`src/rtl/core/bnf_pkg.sv`:
```
`timescale 1ns / 1ps
// ----------------------------------------------------------------------------
// bnf_pkg
// shared widths and types for the batch-norm folding pipeline
// ----------------------------------------------------------------------------
package bnf_pkg;

    localparam int WORD_BITS    = 32;
    localparam int FRAC_BITS    = 16;
    localparam int EPS_BITS     = 16;
    localparam int VAR_BITS     = WORD_BITS - 1;
    localparam int SUM_BITS     = WORD_BITS;
    localparam int RAD_BITS     = SUM_BITS + FRAC_BITS;
    localparam int SQ_STEPS     = (RAD_BITS + 1) / 2;
    localparam int RAD_PAD      = 2 * SQ_STEPS;
    localparam int ROOT_BITS    = SQ_STEPS;
    localparam int SQ_REM_BITS  = ROOT_BITS + 3;
    localparam int MAG_BITS     = WORD_BITS;
    localparam int NUM_BITS     = MAG_BITS + FRAC_BITS;
    localparam int QUO_BITS     = NUM_BITS;
    localparam int DIV_REM_BITS = ROOT_BITS + 1;
    localparam int PROD_BITS    = 2 * MAG_BITS;
    localparam int TDATA_IN     = ((3 * WORD_BITS + VAR_BITS + 7) / 8) * 8;
    localparam int TDATA_OUT    = 2 * WORD_BITS;

    localparam logic [EPS_BITS-1:0] EPS_RESET = EPS_BITS'(1);

    typedef struct packed {
        logic                        scale_neg;
        logic [MAG_BITS-1:0]         smag;
        logic [WORD_BITS-1:0]        bias;
        logic                        mean_neg;
        logic [MAG_BITS-1:0]         mmag;
        logic                        invalid;
    } t_side;

endpackage

```
`src/rtl/core/bnf_sqrt.sv`:
```
`timescale 1ns / 1ps
// ----------------------------------------------------------------------------
// bnf_sqrt
// pipelined digit-by-digit integer square root, one root bit per stage
// ----------------------------------------------------------------------------
module bnf_sqrt import bnf_pkg::*; (
    input  logic                 i_clk,
    input  logic                 i_rst_n,
    input  logic                 i_en,
    input  logic                 i_vld,
    input  logic [RAD_PAD-1:0]   i_rad,
    input  t_side                i_side,
    output logic                 o_vld,
    output logic [ROOT_BITS-1:0] o_root,
    output t_side                o_side
);

    logic                   r_vld  [SQ_STEPS];
    logic [SQ_REM_BITS-1:0] r_rem  [SQ_STEPS];
    logic [ROOT_BITS-1:0]   r_root [SQ_STEPS];
    logic [RAD_PAD-1:0]     r_rad  [SQ_STEPS];
    t_side                  r_side [SQ_STEPS];

    genvar g;
    for (g = 0; g < SQ_STEPS; g++) begin : g_stage
        logic                   p_vld;
        logic [SQ_REM_BITS-1:0] p_rem;
        logic [ROOT_BITS-1:0]   p_root;
        logic [RAD_PAD-1:0]     p_rad;
        t_side                  p_side;
        logic [SQ_REM_BITS-1:0] w_rem;
        logic [SQ_REM_BITS-1:0] w_trial;
        logic [SQ_REM_BITS-1:0] n_rem;
        logic [ROOT_BITS-1:0]   n_root;

        if (g == 0) begin : g_first
            assign p_vld  = i_vld;
            assign p_rem  = '0;
            assign p_root = '0;
            assign p_rad  = i_rad;
            assign p_side = i_side;
        end else begin : g_next
            assign p_vld  = r_vld[g-1];
            assign p_rem  = r_rem[g-1];
            assign p_root = r_root[g-1];
            assign p_rad  = r_rad[g-1];
            assign p_side = r_side[g-1];
        end

        assign w_rem   = {p_rem[SQ_REM_BITS-3:0], p_rad[2*(SQ_STEPS-1-g)+1 -: 2]};
        assign w_trial = {1'b0, p_root, 2'b01};

        always_comb begin
            if (w_rem >= w_trial) begin
                n_rem  = w_rem - w_trial;
                n_root = {p_root[ROOT_BITS-2:0], 1'b1};
            end else begin
                n_rem  = w_rem;
                n_root = {p_root[ROOT_BITS-2:0], 1'b0};
            end
        end

        always_ff @(posedge i_clk) begin
            if (!i_rst_n) begin
                r_vld[g] <= 1'b0;
            end else if (i_en) begin
                r_vld[g] <= p_vld;
            end
            if (i_en) begin
                r_rem[g]  <= n_rem;
                r_root[g] <= n_root;
                r_rad[g]  <= p_rad;
                r_side[g] <= p_side;
            end
        end
    end

    assign o_vld  = r_vld[SQ_STEPS-1];
    assign o_root = r_root[SQ_STEPS-1];
    assign o_side = r_side[SQ_STEPS-1];

endmodule

```
`config.mk`:
```
export PLATFORM = sky130hd
export DESIGN_NAME = bnf_sqrt
export DESIGN_NICKNAME = d
export VERILOG_FILES = /design/src/rtl/core/bnf_pkg.sv /design/src/rtl/core/bnf_sqrt.sv
export SDC_FILE = /design/constraint.sdc
export NUM_CORES = 2
export LEC_CHECK = 0
export BUFFER_PORTS_ARGS = -buffer_cell sky130_fd_sc_hd__buf_2
export CORE_AREA = 4 4 409 814
export DETAILED_ROUTE_END_ITERATION = 8
export DIE_AREA = 0 0 413 818
export MAX_ROUTING_LAYER = met4
export PLACE_DENSITY_LB_ADDON = 0.15
export SYNTH_ARGS = -nofsm -noshare
export SYNTH_HDL_FRONTEND = slang
export SYNTH_MEMORY_MAX_BITS = 65536
export SYNTH_SLANG_ARGS = --single-unit
```
`constraint.sdc`:
```
create_clock -name i_clk -period 3.48 [get_ports i_clk]
set_input_delay 0.348 -clock i_clk [delete_from_list [all_inputs] [get_ports i_clk]]
set_output_delay 0.348 -clock i_clk [all_outputs]
set_load 0.05 [all_outputs]
```
==> impl_metrics.yaml <==
status:
  status: "complete, no violations"
synth:
  ys_async_sr_fraction_pct: 0
  synthDominantCellAreaShare_pct: 83.5
  yosysWarnings: 0
  syn_area_um2: 136000
  ys_seq_area_share_pct: 83.5
  synthDistinctLibCells: 81
  synthMostInstantiatedCell: "edfxtp_1"
  synth.avg_cell_area_um2: 18.7
  synthesis.instances: 7286
  synth_top_area_cell: "edfxtp_1"
  synth_seq_cells: 3794
  syn_nets: 7762
  yosys_most_used_dff: "edfxtp_1"
  yosys-top-cells-area: "edfxtp_1, ha_1, xnor2_1"
  yosys-top-cells-count: "edfxtp_1, inv_1, ha_1"
  synth-edff-count: 3793
clock_tree:
  htree_levels: 5
  cts.sinks: 3794
  cts_made_buffers: 344
  clock_path_buffers: 4
  clk_pin_slew_worst_paths_ns: 0.06
  worstSkewPairLatency_ns: 0.88
  cts_root_buffer: "clkbuf_16"
  cts_tree: "yes"
setup_path:
  crit_buf_inv: 1
  critPathSlowestCell: "a21oi_1"
  cp-end-kind: "flop"
  path_delay_family: "compound AO/OA/AOI/OAI gates"
  slowest_delay_ns: 0.43
  crit_fanout: 4
  required_ns: 4.06
  critPathLaunchType: "flop"
  cp.arrival_ns: 3.99
  crit_chain: "ha_1, nor2b_1, o21ai_0, a21oi_1, o21ai_0, a211oi_1, buf_4, or2_2, a31oi_1, xnor2_1, a21oi_1"
  crit_type: "flop to flop"
power:
  vdd_drop_max_mv: 0.551
  p_leak_nw: 58.0
  power_density_nw_per_um2: 656
global_routing:
  grt_pass1_wl_mm: 371
  grt_max_degree: 151
  grt_pass1_vias: 66600
  grt_use_total_pct: 14.6
  grt-ovfl-total: 0
  antenna_found_initial: 4
placed_design:
  dpl.cell_count: 12200
  port_buffers: 274
  placed_cell_area_um2: 147000
  dp_hpwl_mm: 163
  gp_congestion: 0.924
  dp_slack_ns: -0.450
cells_and_area:
  final_area_um2: 160000
  layoutNonFillerInstCount: 13000
  drive_above_1_share_pct: 15.6
  nFillCells: 27100
  area_growth_pct: 17.2
  nNetsFinal: 8894
detailed_routing:
  routedWlPerCell_um: 18.5
  ant_nets: 0
  drc: 0
  drt-total-wl_mm: 241
  drt_iter0_markers: 3438
  via_per_inst: 4.81
  firstDrtPassIters: 5
  via_count: 62600
floorplan:
  row_count: 297
  fp.coreArea_um2: 327000
  die_y_um: 818
  initial_core_util_pct: 41.7
  die_area_um2: 338000
  pin_count: 275
  die_w_um: 413
sta:
  holdWs_ns: 0.160
  period_share_pct: 98.0
  rsz0062_at_grt: "yes"
  setup_ws_ns: 0.0680
  fmax_mhz: 293
  hold_viol: 0
  finalMaxSlewViolations: 0
  skew_ns: 0.0645
  setup_viol: 0
  worst_pin_slew_ns: 0.833
  max_slew_margin_pct: 43.9
  fin_setup_tns_ns: 0
  min_period_ns: 3.41
run:
  max-cap-violations: 0
hold_path:
  hold_class: "input pin to flop"
-- registers in the layout, summed over array words and instances (netlist names) --
signal / cells
r_root: 300
r_side: 2376
r_vld: 24
r_rem: 542
r_rad: 552
-- worst register-to-register path, stage by stage (launching register included) --
cell      delay [ns]
edfxtp_1        0.42
ha_1            0.37
nor2b_1         0.15
o21ai_0         0.26
a21oi_1         0.13
o21ai_0         0.30
a211oi_1        0.13
buf_4           0.18
or2_2           0.33
a31oi_1         0.31
xnor2_1         0.11
a21oi_1         0.43
-- kinds of logic after synthesis --
family                   share of synthesized area [%]
buffers and inverters                             1.39
multiplexers                                     0.572
flip-flops                                        83.5
adder cells (fa/ha/maj)                           2.98
XOR/XNOR                                          2.81
AND/OR/NAND/NOR                                   4.49
AO/OA/AOI/OAI                                     4.25
other                                          0.00275
-- worst paths after layout --
path	start	end	slack (ns)	cells after the start
hold reg to reg	r_rad[0][40]	r_rad[0][88]	0.37	0
setup reg to reg	r_rem[1][108]	r_rem[1][149]	0.07	11
hold / removal	i_rad[36]	r_rad[0][36]	0.16	2
setup / recovery	r_rem[1][108]	r_rem[1][149]	0.07	11
-- metrics by stage --
step | util [%] | power (W)
floorplan | - | 0.0630
global placement | 44.9 | 0.0679
detailed placement | 44.9 | 0.0682
CTS | 48.8 | 0.107
global route | 48.9 | 0.110
finish | 48.9 | 0.105
-- cell type report --
type | count | area (um2) | share of cell area (%)
timing repair buffer | 867 | 6930 | 4.33
inverter | 421 | 1580 | 0.990
clock buffer | 400 | 8920 | 5.58
multi-input combinational | 2990 | 20900 | 13.1
tap | 4335 | 5420 | 3.39
clock inverter | 218 | 2250 | 1.41
sequential | 3794 | 114000 | 71.2
antenna | 3 | 7.51 | 0.00469
-- report_power, final --
| part | total [W] | switching, W | internal [W] |
|---|---|---|---|
| clock network | 0.0376 | 0.0163 | 0.0213 |
| registers | 0.0565 | 0.00169 | 0.0548 |
| logic | 0.0109 | 0.00626 | 0.00463 |
| total | 0.105 | 0.0242 | 0.0807 |
-- placed cells by master, fill, tap and decap left out, types with 116 or more instances in the layout --
cell type,instances
clkbuf_16,350
inv_1,420
dlygate4sd3_1,152
xor2_1,179
buf_2,273
a21o_1,118
nor2_1,300
ha_1,322
buf_4,383
a21oi_1,318
xnor2_1,259
nor3_1,116
o21ai_0,210
edfxtp_1,3793
nand2_1,270
-- routing by layer --
| metal | GRT usage (%) | part of all wire, % |
|---|---|---|
| met1 | 13.2 | 32 |
| met2 | 28.0 | 57 |
| met3 | 2.19 | 3.3 |
| met4 | 9.00 | 7.2 |
| met5 | - | 0 |
-- repair_timing --
| action | 4_1_cts | 5_1_grt |
|---|---|---|
| hold buffers | 152 | 0 |
| endpoints found under the hold margin | 197 | 0 |
| pin swaps | 0 | 8 |
| setup endpoints to repair | 86 | 105 |
| resized for setup | 19 | 41 |
| buffers inserted | 0 | 8 |
| gates cloned | 0 | 1 |
No activity file was read; power rests on OpenSTA's default activity.
